`src/rtl/mscr_pkg.sv`:
```
`default_nettype none
// ----------------------------------------------------------------------------
// mscr_pkg
// Shared constants, codes and types of the mass-spring chain reverb.
// ----------------------------------------------------------------------------
package mscr_pkg;

   localparam int NODES         = 14;
   localparam int DRIVE_INDEX   = 3;
   localparam int PICKUP_OFFSET = 4;

   localparam int TOTAL = NODES + 2;
   localparam int IDX_W = $clog2(TOTAL);

   localparam int PICK_RAW   = (PICKUP_OFFSET <= TOTAL) ? (TOTAL - PICKUP_OFFSET) : 0;
   localparam bit PICK_LIVE  = (PICK_RAW >= 1) && (PICK_RAW <= NODES);
   localparam bit DRIVE_LIVE = (DRIVE_INDEX >= 1) && (DRIVE_INDEX <= NODES);

   localparam logic [IDX_W-1:0] PICK_IDX  = IDX_W'(PICK_RAW);
   localparam logic [IDX_W-1:0] DRIVE_IDX = IDX_W'(DRIVE_INDEX);
   localparam logic [IDX_W-1:0] LAST_IDX  = IDX_W'(NODES);

   // Q16 constants: 0.99 and 0.1
   localparam logic signed [32:0] DAMP_Q16 = 33'sd64881;
   localparam logic signed [32:0] GAIN_Q16 = 33'sd6554;

   localparam logic [30:0] STIFFNESS_RESET = 31'd32768;
   localparam logic [30:0] REST_RESET      = 31'd65536;
   localparam logic [30:0] INV_MASS_RESET  = 31'd65536;

   // Register indexes
   localparam int CSR_W = 2;
   localparam logic [CSR_W-1:0] CSR_STIFFNESS = 2'd0;
   localparam logic [CSR_W-1:0] CSR_REST      = 2'd1;
   localparam logic [CSR_W-1:0] CSR_INV_MASS  = 2'd2;

   // Datapath operations
   localparam int OP_W = 5;
   localparam logic [OP_W-1:0] OP_NONE    = 5'd0;
   localparam logic [OP_W-1:0] OP_START   = 5'd1;
   localparam logic [OP_W-1:0] OP_DRV     = 5'd2;
   localparam logic [OP_W-1:0] OP_DRVSAVE = 5'd3;
   localparam logic [OP_W-1:0] OP_DIFF    = 5'd4;
   localparam logic [OP_W-1:0] OP_SQX     = 5'd5;
   localparam logic [OP_W-1:0] OP_SQY     = 5'd6;
   localparam logic [OP_W-1:0] OP_SQSUM   = 5'd7;
   localparam logic [OP_W-1:0] OP_ROOT    = 5'd8;
   localparam logic [OP_W-1:0] OP_FORCE   = 5'd9;
   localparam logic [OP_W-1:0] OP_ZERO    = 5'd10;
   localparam logic [OP_W-1:0] OP_FX      = 5'd11;
   localparam logic [OP_W-1:0] OP_FY      = 5'd12;
   localparam logic [OP_W-1:0] OP_DIVLD   = 5'd13;
   localparam logic [OP_W-1:0] OP_DIV     = 5'd14;
   localparam logic [OP_W-1:0] OP_AX      = 5'd15;
   localparam logic [OP_W-1:0] OP_AY      = 5'd16;
   localparam logic [OP_W-1:0] OP_ACC     = 5'd17;
   localparam logic [OP_W-1:0] OP_VX      = 5'd18;
   localparam logic [OP_W-1:0] OP_VY      = 5'd19;
   localparam logic [OP_W-1:0] OP_WR      = 5'd20;
   localparam logic [OP_W-1:0] OP_ADV     = 5'd21;
   localparam logic [OP_W-1:0] OP_OUT     = 5'd22;

   typedef struct packed {
      logic [OP_W-1:0] op;
   } cmd_type;

   typedef struct packed {
      logic root_last;
      logic div_last;
      logic len_zero;
      logic idx_zero;
      logic idx_last;
   } stat_type;

   typedef struct packed {
      logic [31:0] px;
      logic [31:0] py;
      logic [31:0] vx;
      logic [31:0] vy;
   } node_type;

   // State of a particle that has not been written since reset
   function automatic node_type node_reset(input logic [IDX_W-1:0] i);
      node_type n;
      n.px = 32'(i) * 32'(REST_RESET);
      n.py = 32'd0;
      n.vx = 32'd0;
      n.vy = 32'd0;
      return n;
   endfunction

endpackage
`default_nettype wire

```
`src/rtl/mscr_ctrl.sv`:
```
`default_nettype none
// ----------------------------------------------------------------------------
// mscr_ctrl
// Sequencer: walks the springs one by one and issues datapath operations.
// ----------------------------------------------------------------------------
module mscr_ctrl (
   input  wire logic                clock,
   input  wire logic                reset,
   input  wire logic                req_tvalid,
   output logic                     req_tready,
   output logic                     rsp_tvalid,
   input  wire logic                rsp_tready,
   input  wire mscr_pkg::stat_type  stat,
   output mscr_pkg::cmd_type        cmd
);
   import mscr_pkg::*;

   localparam logic [4:0] ST_IDLE    = 5'd0;
   localparam logic [4:0] ST_DRV     = 5'd1;
   localparam logic [4:0] ST_DRVSAVE = 5'd2;
   localparam logic [4:0] ST_DIFF    = 5'd3;
   localparam logic [4:0] ST_SQX     = 5'd4;
   localparam logic [4:0] ST_SQY     = 5'd5;
   localparam logic [4:0] ST_SQSUM   = 5'd6;
   localparam logic [4:0] ST_ROOT    = 5'd7;
   localparam logic [4:0] ST_FORCE   = 5'd8;
   localparam logic [4:0] ST_FX      = 5'd9;
   localparam logic [4:0] ST_FY      = 5'd10;
   localparam logic [4:0] ST_DIVLD   = 5'd11;
   localparam logic [4:0] ST_DIV     = 5'd12;
   localparam logic [4:0] ST_AX      = 5'd13;
   localparam logic [4:0] ST_AY      = 5'd14;
   localparam logic [4:0] ST_ACC     = 5'd15;
   localparam logic [4:0] ST_VX      = 5'd16;
   localparam logic [4:0] ST_VY      = 5'd17;
   localparam logic [4:0] ST_WR      = 5'd18;
   localparam logic [4:0] ST_ADV     = 5'd19;
   localparam logic [4:0] ST_WAIT    = 5'd20;
   localparam logic [4:0] ST_DONE    = 5'd21;

   logic [4:0] state_ff, state_in;
   logic       rsp_valid_ff, rsp_valid_in;

   always_comb begin
      state_in   = state_ff;
      cmd.op     = OP_NONE;
      req_tready = 1'b0;
      case (state_ff)
         ST_IDLE: begin
            req_tready = 1'b1;
            if (req_tvalid) begin
               cmd.op   = OP_START;
               state_in = ST_DRV;
            end
         end
         ST_DRV: begin
            cmd.op   = OP_DRV;
            state_in = ST_DRVSAVE;
         end
         ST_DRVSAVE: begin
            cmd.op   = OP_DRVSAVE;
            state_in = ST_DIFF;
         end
         ST_DIFF: begin
            cmd.op   = OP_DIFF;
            state_in = ST_SQX;
         end
         ST_SQX: begin
            cmd.op   = OP_SQX;
            state_in = ST_SQY;
         end
         ST_SQY: begin
            cmd.op   = OP_SQY;
            state_in = ST_SQSUM;
         end
         ST_SQSUM: begin
            cmd.op   = OP_SQSUM;
            state_in = ST_ROOT;
         end
         ST_ROOT: begin
            cmd.op = OP_ROOT;
            if (stat.root_last) begin
               state_in = ST_FORCE;
            end
         end
         ST_FORCE: begin
            // a zero-length spring contributes nothing
            if (stat.len_zero) begin
               cmd.op   = OP_ZERO;
               state_in = ST_ACC;
            end else begin
               cmd.op   = OP_FORCE;
               state_in = ST_FX;
            end
         end
         ST_FX: begin
            cmd.op   = OP_FX;
            state_in = ST_FY;
         end
         ST_FY: begin
            cmd.op   = OP_FY;
            state_in = ST_DIVLD;
         end
         ST_DIVLD: begin
            cmd.op   = OP_DIVLD;
            state_in = ST_DIV;
         end
         ST_DIV: begin
            cmd.op = OP_DIV;
            if (stat.div_last) begin
               state_in = ST_AX;
            end
         end
         ST_AX: begin
            cmd.op   = OP_AX;
            state_in = ST_AY;
         end
         ST_AY: begin
            cmd.op   = OP_AY;
            state_in = ST_ACC;
         end
         ST_ACC: begin
            cmd.op   = OP_ACC;
            state_in = stat.idx_zero ? ST_ADV : ST_VX;
         end
         ST_VX: begin
            cmd.op   = OP_VX;
            state_in = ST_VY;
         end
         ST_VY: begin
            cmd.op   = OP_VY;
            state_in = ST_WR;
         end
         ST_WR: begin
            cmd.op   = OP_WR;
            state_in = stat.idx_last ? ST_DONE : ST_ADV;
         end
         ST_ADV: begin
            cmd.op   = OP_ADV;
            state_in = ST_WAIT;
         end
         ST_WAIT: begin
            state_in = ST_DIFF;
         end
         ST_DONE: begin
            if (!rsp_valid_ff || rsp_tready) begin
               cmd.op   = OP_OUT;
               state_in = ST_IDLE;
            end
         end
         default: begin
            state_in = ST_IDLE;
         end
      endcase
   end

   always_comb begin
      rsp_valid_in = rsp_valid_ff;
      if (rsp_valid_ff && rsp_tready) begin
         rsp_valid_in = 1'b0;
      end
      if (cmd.op == OP_OUT) begin
         rsp_valid_in = 1'b1;
      end
   end

   assign rsp_tvalid = rsp_valid_ff;

   always_ff @(posedge clock) begin
      if (reset) begin
         state_ff     <= ST_IDLE;
         rsp_valid_ff <= 1'b0;
      end else begin
         state_ff     <= state_in;
         rsp_valid_ff <= rsp_valid_in;
      end
   end

endmodule
`default_nettype wire

```
`config.mk`:
```
export PLATFORM = sky130hd
export DESIGN_NAME = mscr_ctrl
export DESIGN_NICKNAME = d
export VERILOG_FILES = /design/src/rtl/mscr_pkg.sv /design/src/rtl/mscr_ctrl.sv
export SDC_FILE = /design/constraint.sdc
export NUM_CORES = 1
export LEC_CHECK = 0
export ABC_AREA = 1
export BUFFER_PORTS_ARGS = -buffer_cell sky130_fd_sc_hd__buf_4
export CAP_MARGIN = 40
export CELL_PAD_IN_SITES_DETAIL_PLACEMENT = 0
export CELL_PAD_IN_SITES_GLOBAL_PLACEMENT = 1
export CORE_UTILIZATION = 35
export CTS_CLUSTER_DIAMETER = 50
export DETAILED_ROUTE_END_ITERATION = 10
export PLACE_DENSITY_LB_ADDON = 0.3
export RECOVER_POWER = 100
export SETUP_SLACK_MARGIN = 0.02
export SLEW_MARGIN = 20
export SYNTH_ARGS = -nofsm -noshare
export SYNTH_HDL_FRONTEND = slang
export SYNTH_SLANG_ARGS = --single-unit
```
`constraint.sdc`:
```
create_clock -name clock -period 3.2 [get_ports clock]
set_input_delay 0.64 -clock clock [delete_from_list [all_inputs] [get_ports clock]]
set_output_delay 0.64 -clock clock [all_outputs]
set_load 0.01 [all_outputs]
```
==> results.yml, run 1 <==
job:
  cap_violations: 0
timing:
  setup_violations: 0
  slew_violations: 0
  final_hold_viol_count: 0
  hold_ws_ns: 0.603
  timing.final.crit_share: 0.820
  relSlewSlack: 0.620
  setup_ws_ns: 0.576
  fin_skew_ns: 0.00300
  min_period_ns: 2.62
  rsz0062_at_grt: "false"
  max_freq_mhz: 381
  setup_tns_ns: 0
  worst_pin_slew_ns: 0.568
global_route:
  track_usage: 0.220
  overflow: 0
  grt_max_degree: 9
  grt_pass1_wl_mm: 3.26
  antenna_found_initial: 0
  grt_pass1_vias: 747
layout:
  nets: 156
  diodes: 0
  syn_to_final_growth_pct: 19.3
  layout-drive-gt1-share: 0.186
  nFillCells: 205
clock_tree:
  cts_buffer_depth: 2
  cts.sinks: 6
  clk_pin_slew_ns: 0.05
  hold_buffers: 0
  htreeDepth: 1
  clock_latency_ns: 0.25
  cts_root_buf: "clkbuf_4"
  cts_made_buffers: 3
  cts_resized: 0
  cts_tree: "done"
  cts_setup_buffers: 0
pwr:
  p_seq_frac: 0.284
  p_int_uw: 187
  cellLeakagePower_nw: 0.444
  peakVddDrop_mv: 0.277
  power.share.clock: 0.211
  switching_share: 0.459
  power_density_nw_per_um2: 418
  pwr-share-comb: 0.505
  switching_power_uw: 159
synthesis:
  synth.net_count: 136
  synth_area_um2: 692
  yosys.area.top_type_share: 0.174
  yosys.area.top_type: "dfxtp_1"
  async_reset_ff_frac: 0
  syn_inst: 127
  ys_top_cells_by_count: "nand2_1, inv_1, nor2_1"
  synth_edf_count: 0
  synth_seq_cells: 6
  seq_area_frac_synth: 0.174
  synth_most_common_cell: "nand2_1"
  ys_top_cells_by_area: "dfxtp_1, nand2_1, inv_1"
  yosys_most_used_dff: "dfxtp_1"
  synth_area_per_cell_um2: 5.45
  yosysWarnings: 0
  synth_cell_types: 20
min_path:
  min_path_type: "reg -> reg"
routing:
  dr.pass1.iters: 4
  drc: 0
  wl_per_cell_um: 12.0
  wl_mm: 2.04
  vias: 871
  final_antenna_net_count: 0
  drtIter0Drc: 22
  vias_per_cell: 5.12
place:
  hpwl_mm: 1.68
  port_buffers: 15
  gp_congestion: 0.928
  post-place-ws_ns: 1.09
critical_path:
  startpoint_type: "flop"
  required_ns: 2.56
  arrival_ns: 1.98
  r2r_slack_ns: 1.43
  worstSetupPathType: "reg -> out"
  worstPathMaxFanout: 8
  end_kind: "output port"
status:
  status: "finished, final reports clean"
die:
  coreArea_um2: 1780
  dieArea_um2: 2160
  rows: 15
  die_x_um: 46.5
  die_h_um: 46.5
  start_util: 0.388
  top_level_ports: 16
power by group through the flow:
stage | Sequential, mW | Combinational (mW) | Clock, mW
6_report | 0.0983 | 0.174 | 0.0728
5_1_grt | 0.0988 | 0.193 | 0.0822
4_1_cts | 0.0980 | 0.187 | 0.0753
3_5_place_dp | 0.0994 | 0.187 | 0
3_3_place_gp | 0.0996 | 0.188 | 0
2_1_floorplan | 0.0948 | 0.123 | 0
registers in the layout (all words and copies together), names as in the netlist:
| register | count |
|---|---|
| rsp_tvalid | 1 |
| state_ff | 5 |
final cells by class:
class	instances	area, µm²	share of cell area
multi-input cells	97	472	0.571
flip-flops and latches	6	120	0.145
repair buffers	15	90.1	0.109
inverters	24	90.1	0.109
well taps	25	31.3	0.0379
clock buffers	3	22.5	0.0273
worst max-delay path, stage by stage (launching register included):
cell,delay [ns]
dfxtp_1,0.47
inv_1,0.07
nor2_1,0.45
nand2_1,0.13
nor3_2,0.25
nor3_1,0.09
o2111ai_1,0.08
clkbuf_1,0.18
stage by stage:
step,cells,area [µm²],util,power [mW]
CTS,170,858,0.481,0.361
finish,170,826,0.463,0.346
global route,170,826,0.463,0.374
floorplan,127,692,-,0.217
global placement,167,836,0.469,0.287
detailed placement,167,836,0.469,0.286
final timing paths:
| check | startpoint | end | depth (start not counted) |
|---|---|---|---|
| worst max-delay path | state_ff[2] | cmd[2] | 7 |
| worst min-delay path | rsp_tvalid | rsp_tvalid | 4 |
| worst max register to register | state_ff[2] | state_ff[0] | 7 |
| worst min register to register | rsp_tvalid | rsp_tvalid | 4 |
per-layer routing:
metal  global-route usage  share of wire  wire, µm  vias up
met5                    0              0         0        -
met3               0.0314          0.071       146        8
li1                     -              -         -      452
met4                0.129          0.023        47        0
met2                0.339           0.47       953       35
met1                0.285           0.44       894      376
cells by family after synthesis:
group / count (synthesis) / share of synthesized area
AOI/OAI and AO/OA: 23 / 0.188
buffers and inverters: 24 / 0.130
DFF: 6 / 0.174
and+or+nand+nor: 74 / 0.508
cell usage in the layout, fill, tap and decap left out:
cell	instances
nand2_1	32
inv_1	19
nor2_1	17
nand3_1	9
a21oi_1	9
buf_4	9
o21ai_0	7
clkbuf_1	6
dfxtp_1	6
inv_2	5
nand2_2	4
nor2_2	3
nand4_1	3
clkbuf_4	3
nor2_4	2
o2111ai_1	2
nor3_1	2
a31oi_1	2
nor3_2	1
o211ai_1	1
o21a_1	1
nand3b_1	1
o21ai_1	1
Power figures use the tool's default switching activity.
==> run 2, diff against run 1 <==
ABC_AREA = 0   (was 1)
clock period = 2.7 ns   (was 3.2 ns; I/O delays follow)
==> run 2 against run 1 <==
Against the previous run:
- first-iteration DRC count fell by 4.5%
- flip-flop and latch count did not move
- clock-buffer cell count stayed put
- clock power rose by 7.8%
- routed wire length fell by 4.1%
- core utilization shrank 4.7 points
- total power rose by 81%
- global-route usage fell by 3.6 points
- register-to-register slack lost 0.65 ns
- sequential share of layout area increased by 0.18 points
- largest power group unchanged
- highest routed layer unchanged
==> results.yml, run 2 <==
routing:
  vias_per_cell: 5.76
  wl_mm: 1.96
  wl_per_cell_um: 13.7
  dr.pass1.iters: 4
  final_antenna_net_count: 0
  drc: 0
  drtIter0Drc: 21
  vias: 824
clock_tree:
  cts_made_buffers: 3
  cts_setup_buffers: 0
  cts_root_buf: "clkbuf_4"
  htreeDepth: 1
  clk_pin_slew_ns: 0.04
  clock_latency_ns: 0.24
  cts_resized: 0
  hold_buffers: 0
  cts.sinks: 6
  cts_buffer_depth: 2
  cts_tree: "done"
synthesis:
  yosys_most_used_dff: "dfxtp_1"
  synth_area_per_cell_um2: 6.94
  synth_fa_ha_area_frac: 0
  ys_top_cells_by_area: "dfxtp_1, a21oi_1, nor2b_1"
  yosys.area_share.simple: 0.369
  synth_seq_cells: 6
  synth-compound-area-share: 0.349
  synth_area_um2: 728
  yosys.area.top_type_share: 0.165
  yosys.area.top_type: "dfxtp_1"
  synth.net_count: 114
  yosysWarnings: 0
  syn_inst: 105
  ys_top_cells_by_count: "a21oi_1, nor2_1, buf_2, nand2_1, nor2b_1"
  seq_area_frac_synth: 0.165
  synth_edf_count: 0
  async_reset_ff_frac: 0
  synth_xor_xnor_area_share: 0.0120
  synth.mux.area_fraction: 0
  synth_cell_types: 39
  synth_top_family_by_area: "simple AND/OR/NAND/NOR gates"
global_route:
  grt_pass1_vias: 693
  grt_max_degree: 21
  antenna_found_initial: 0
  overflow: 0
  track_usage: 0.184
  grt_pass1_wl_mm: 2.97
critical_path:
  required_ns: 2.16
  worstPathMaxFanout: 20
  worstSetupPathType: "reg -> out"
  path_cells: "nor2b_1, a21o_1, a221oi_1, o22ai_1, clkbuf_1"
  startpoint_type: "flop"
  slowest_stage: "dfxtp_1"
  slowest_delay_ns: 0.71
  end_kind: "output port"
  cp_top_family: "flip-flops"
  arrival_ns: 1.83
  crit_buf_inv: 1
layout:
  layout_common_cells: "buf_4, nor2_1, a21oi_1, nand2_1, nor2b_1"
  regMostFlops: "state_ff"
  utilization: 0.416
  syn_to_final_growth_pct: 12.0
  nFillCells: 239
  layout_commonest_cell: "buf_4"
  layout-drive-gt1-share: 0.164
  diodes: 0
  nets: 127
  largest_reg_flops: 5
status:
  status: "finished, final reports clean"
die:
  dieArea_um2: 2270
  die_x_um: 47.6
  rows: 16
  start_util: 0.371
  coreArea_um2: 1960
  die_h_um: 47.6
  top_level_ports: 16
job:
  cap_violations: 0
timing:
  setup_ws_ns: 0.325
  min_period_ns: 2.37
  timing.final.crit_share: 0.880
  final_hold_viol_count: 0
  rsz0062_at_grt: "false"
  worst_pin_slew_ns: 0.625
  hold_ws_ns: 0.523
  fin_skew_ns: 0.000320
  setup_tns_ns: 0
  max_freq_mhz: 421
  relSlewSlack: 0.583
  slew_violations: 0
  setup_violations: 0
place:
  gp_congestion: 0.828
  hpwl_mm: 1.44
  post-place-ws_ns: 0.574
  port_buffers: 15
pwr:
  power_density_nw_per_um2: 765
  p_total_uw: 624
  cellLeakagePower_nw: 0.284
  peakVddDrop_mv: 0.499
min_path:
  min_path_type: "in -> reg"
run 2: logic make-up (layout without fill, tap and decap cells):
kind of cell    Yosys count  in the layout
simple gates             48             48
flops                     6              6
xor+xnor                  1              1
compound gates           37             37
buf+inv                  13             24
run 2: layout make-up:
class / count / area (µm²) / area share
clock buffer: 3 / 22.5 / 0.0276
timing repair buffer: 19 / 120 / 0.147
tap: 27 / 33.8 / 0.0414
inverter: 2 / 7.51 / 0.00920
sequential: 6 / 120 / 0.147
multi-input combinational: 86 / 512 / 0.627
run 2: per-layer routing:
metal	part of all wire	track usage	wire [µm]
met5	0	0	0
met3	0.058	0.0604	114
met2	0.46	0.301	907
met1	0.47	0.232	930
met4	0.0031	0.0500	6
run 2: worst paths after layout:
path | cells past startpoint | startpoint | slack (ns) | end
worst max-delay path | 5 | state_ff[1] | 0.33 | cmd[2]
worst min-delay path | 2 | reset | 0.52 | rsp_tvalid
worst max register to register | 5 | state_ff[2] | 0.78 | state_ff[2]
worst min register to register | 2 | rsp_tvalid | 0.58 | rsp_tvalid
run 2: per-stage QoR:
stage,instances,cell area [µm²]
after floorplan,105,728
after global placement,140,836
after detailed placement,140,836
after CTS,143,858
after global routing,143,816
final,143,816
run 2: power breakdown:
part | internal [mW] | switching, mW | total [mW] | leakage, nW
registers | 0.107 | 0.0685 | 0.175 | 0.0490
clock network | 0.0500 | 0.0285 | 0.0785 | 0.0138
logic | 0.162 | 0.209 | 0.370 | 0.221
==> run 3, diff against run 2 <==
CORE_UTILIZATION = 37   (was 35)
GPL_ROUTABILITY_DRIVEN = 0   (was default)
==> run 3 against run 2 <==
Against the previous run:
- combinational power about the same
- clock power up 4.3%
- clock-buffer cell count unchanged
- non-clock buffer count unchanged
- hold slack better by 0.0074 ns
- core utilization up 3.5 points
- setup slack better by 0.026 ns
- global-route usage up 0.44 points
- largest cell class unchanged
- largest power group unchanged
- die area down 5.2%
- final area down 1.4%
- sequential power down 4%
- critical endpoint is now cmd[4]
==> results.yml, run 3 (synthesis gave the netlist of run 2 again) <==
status:
  status: "finished, final reports clean"
place:
  dp_cells: 138
  hpwl_mm: 1.32
  port_buffers: 15
  dpl_cell_area_um2: 833
critical_path:
  cp_top_family: "buffers and inverters"
  worstPathMaxFanout: 12
  required_ns: 2.16
  r2r_cells: 4
  rr_endpoint: "state_ff[3]"
  rr_startpoint: "state_ff[3]"
  slowest_delay_ns: 0.51
  path_cells: "clkbuf_1, nand2b_1, o21ai_1, nand2_1, o21ai_1, clkbuf_1"
  worstSetupPathType: "reg -> out"
  end_kind: "output port"
  crit_buf_inv: 2
  startpoint_type: "flop"
  r2r_slack_ns: 0.63
  arrival_ns: 1.81
  slowest_stage: "dfxtp_1"
pwr:
  cellLeakagePower_nw: 0.275
  p_seq_frac: 0.270
  peakVddDrop_mv: 0.336
  p_total_uw: 621
  power_density_nw_per_um2: 772
  switching_power_uw: 299
  switching_share: 0.480
  p_int_uw: 323
  pwr-share-comb: 0.599
  power.share.clock: 0.132
job:
  cap_violations: 0
clock_tree:
  cts_resized: 0
  htreeDepth: 1
  cts_tree: "done"
  cts_made_buffers: 3
  clk_pin_slew_ns: 0.04
  cts_root_buf: "clkbuf_4"
  cts_buffer_depth: 2
  cts_setup_buffers: 0
  hold_buffers: 0
  clock_latency_ns: 0.24
  cts.sinks: 6
routing:
  wl_per_cell_um: 12.9
  vias_per_cell: 5.67
  dr.pass1.iters: 4
  vias: 800
  drc: 0
  drtIter0Drc: 25
  final_antenna_net_count: 0
  wl_mm: 1.82
die:
  die_x_um: 46.4
  dieArea_um2: 2150
  coreArea_um2: 1780
  die_h_um: 46.4
  rows: 15
  top_level_ports: 16
  start_util: 0.408
min_path:
  hold_path_end: "rsp_tvalid"
  min_path_type: "in -> reg"
  holdPathStages: 2
  hold_start: "reset"
timing:
  min_period_ns: 2.35
  fin_skew_ns: 0.000649
  relSlewSlack: 0.594
  setup_violations: 0
  final_hold_viol_count: 0
  timing.final.crit_share: 0.870
  max_freq_mhz: 426
  setup_tns_ns: 0
  hold_ws_ns: 0.530
  slew_violations: 0
  worst_pin_slew_ns: 0.608
  rsz0062_at_grt: "false"
layout:
  regMostFlops: "state_ff"
  syn_to_final_growth_pct: 10.5
  diodes: 0
  layout-drive-gt1-share: 0.147
  largest_reg_flops: 5
  finish.instance_area_um2: 805
  nFillCells: 211
  stdcell_count: 141
  nets: 127
  layout_common_cells: "nor2_1, a21oi_1, buf_4, clkbuf_1"
global_route:
  grt_pass1_wl_mm: 2.82
  grt_pass1_vias: 599
  track_usage: 0.188
  antenna_found_initial: 0
  overflow: 0
  grt_max_degree: 21
-- run 3: worst max-delay path by stage --
| stage | start | end | slack [ns] | cells after the start |
|---|---|---|---|---|
| floorplan | stat[2] | cmd[1] | 0.87 | 4 |
| global placement | rsp_tready | cmd[1] | 0.58 | 6 |
| detailed placement | rsp_tready | cmd[1] | 0.58 | 6 |
| CTS | state_ff[1] | cmd[2] | 0.36 | 5 |
| global route | state_ff[0] | cmd[3] | 0.15 | 6 |
| finish | state_ff[0] | cmd[4] | 0.35 | 6 |
-- run 3: stage by stage --
step	util	setup slack, ns
5_1_grt	0.451	0.147
4_1_cts	0.480	0.360
3_3_place_gp	0.467	0.585
2_1_floorplan	-	0.872
6_report	0.451	0.351
3_5_place_dp	0.467	0.582
-- run 3: power by group through the flow --
stage	logic [mW]	registers [mW]	clock network, mW
detailed placement	0.410	0.169	0
global route	0.409	0.178	0.0913
floorplan	0.361	0.117	0
global placement	0.407	0.168	0
CTS	0.410	0.167	0.0843
finish	0.372	0.168	0.0819
-- run 3: per-layer routing --
metal  GRT usage  routed length [µm]
met2       0.247                 807
met4      0.0706                  19
met3      0.0588                  73
met5           0                   0
met1       0.278                 920
-- run 3: cell type report --
type	instances	area, µm²	share of cell area
multi-input combinational	86	510	0.635
sequential	6	120	0.149
timing repair buffer	19	113	0.140
tap	25	31.3	0.0389
clock buffer	3	22.5	0.0280
inverter	2	7.51	0.00933
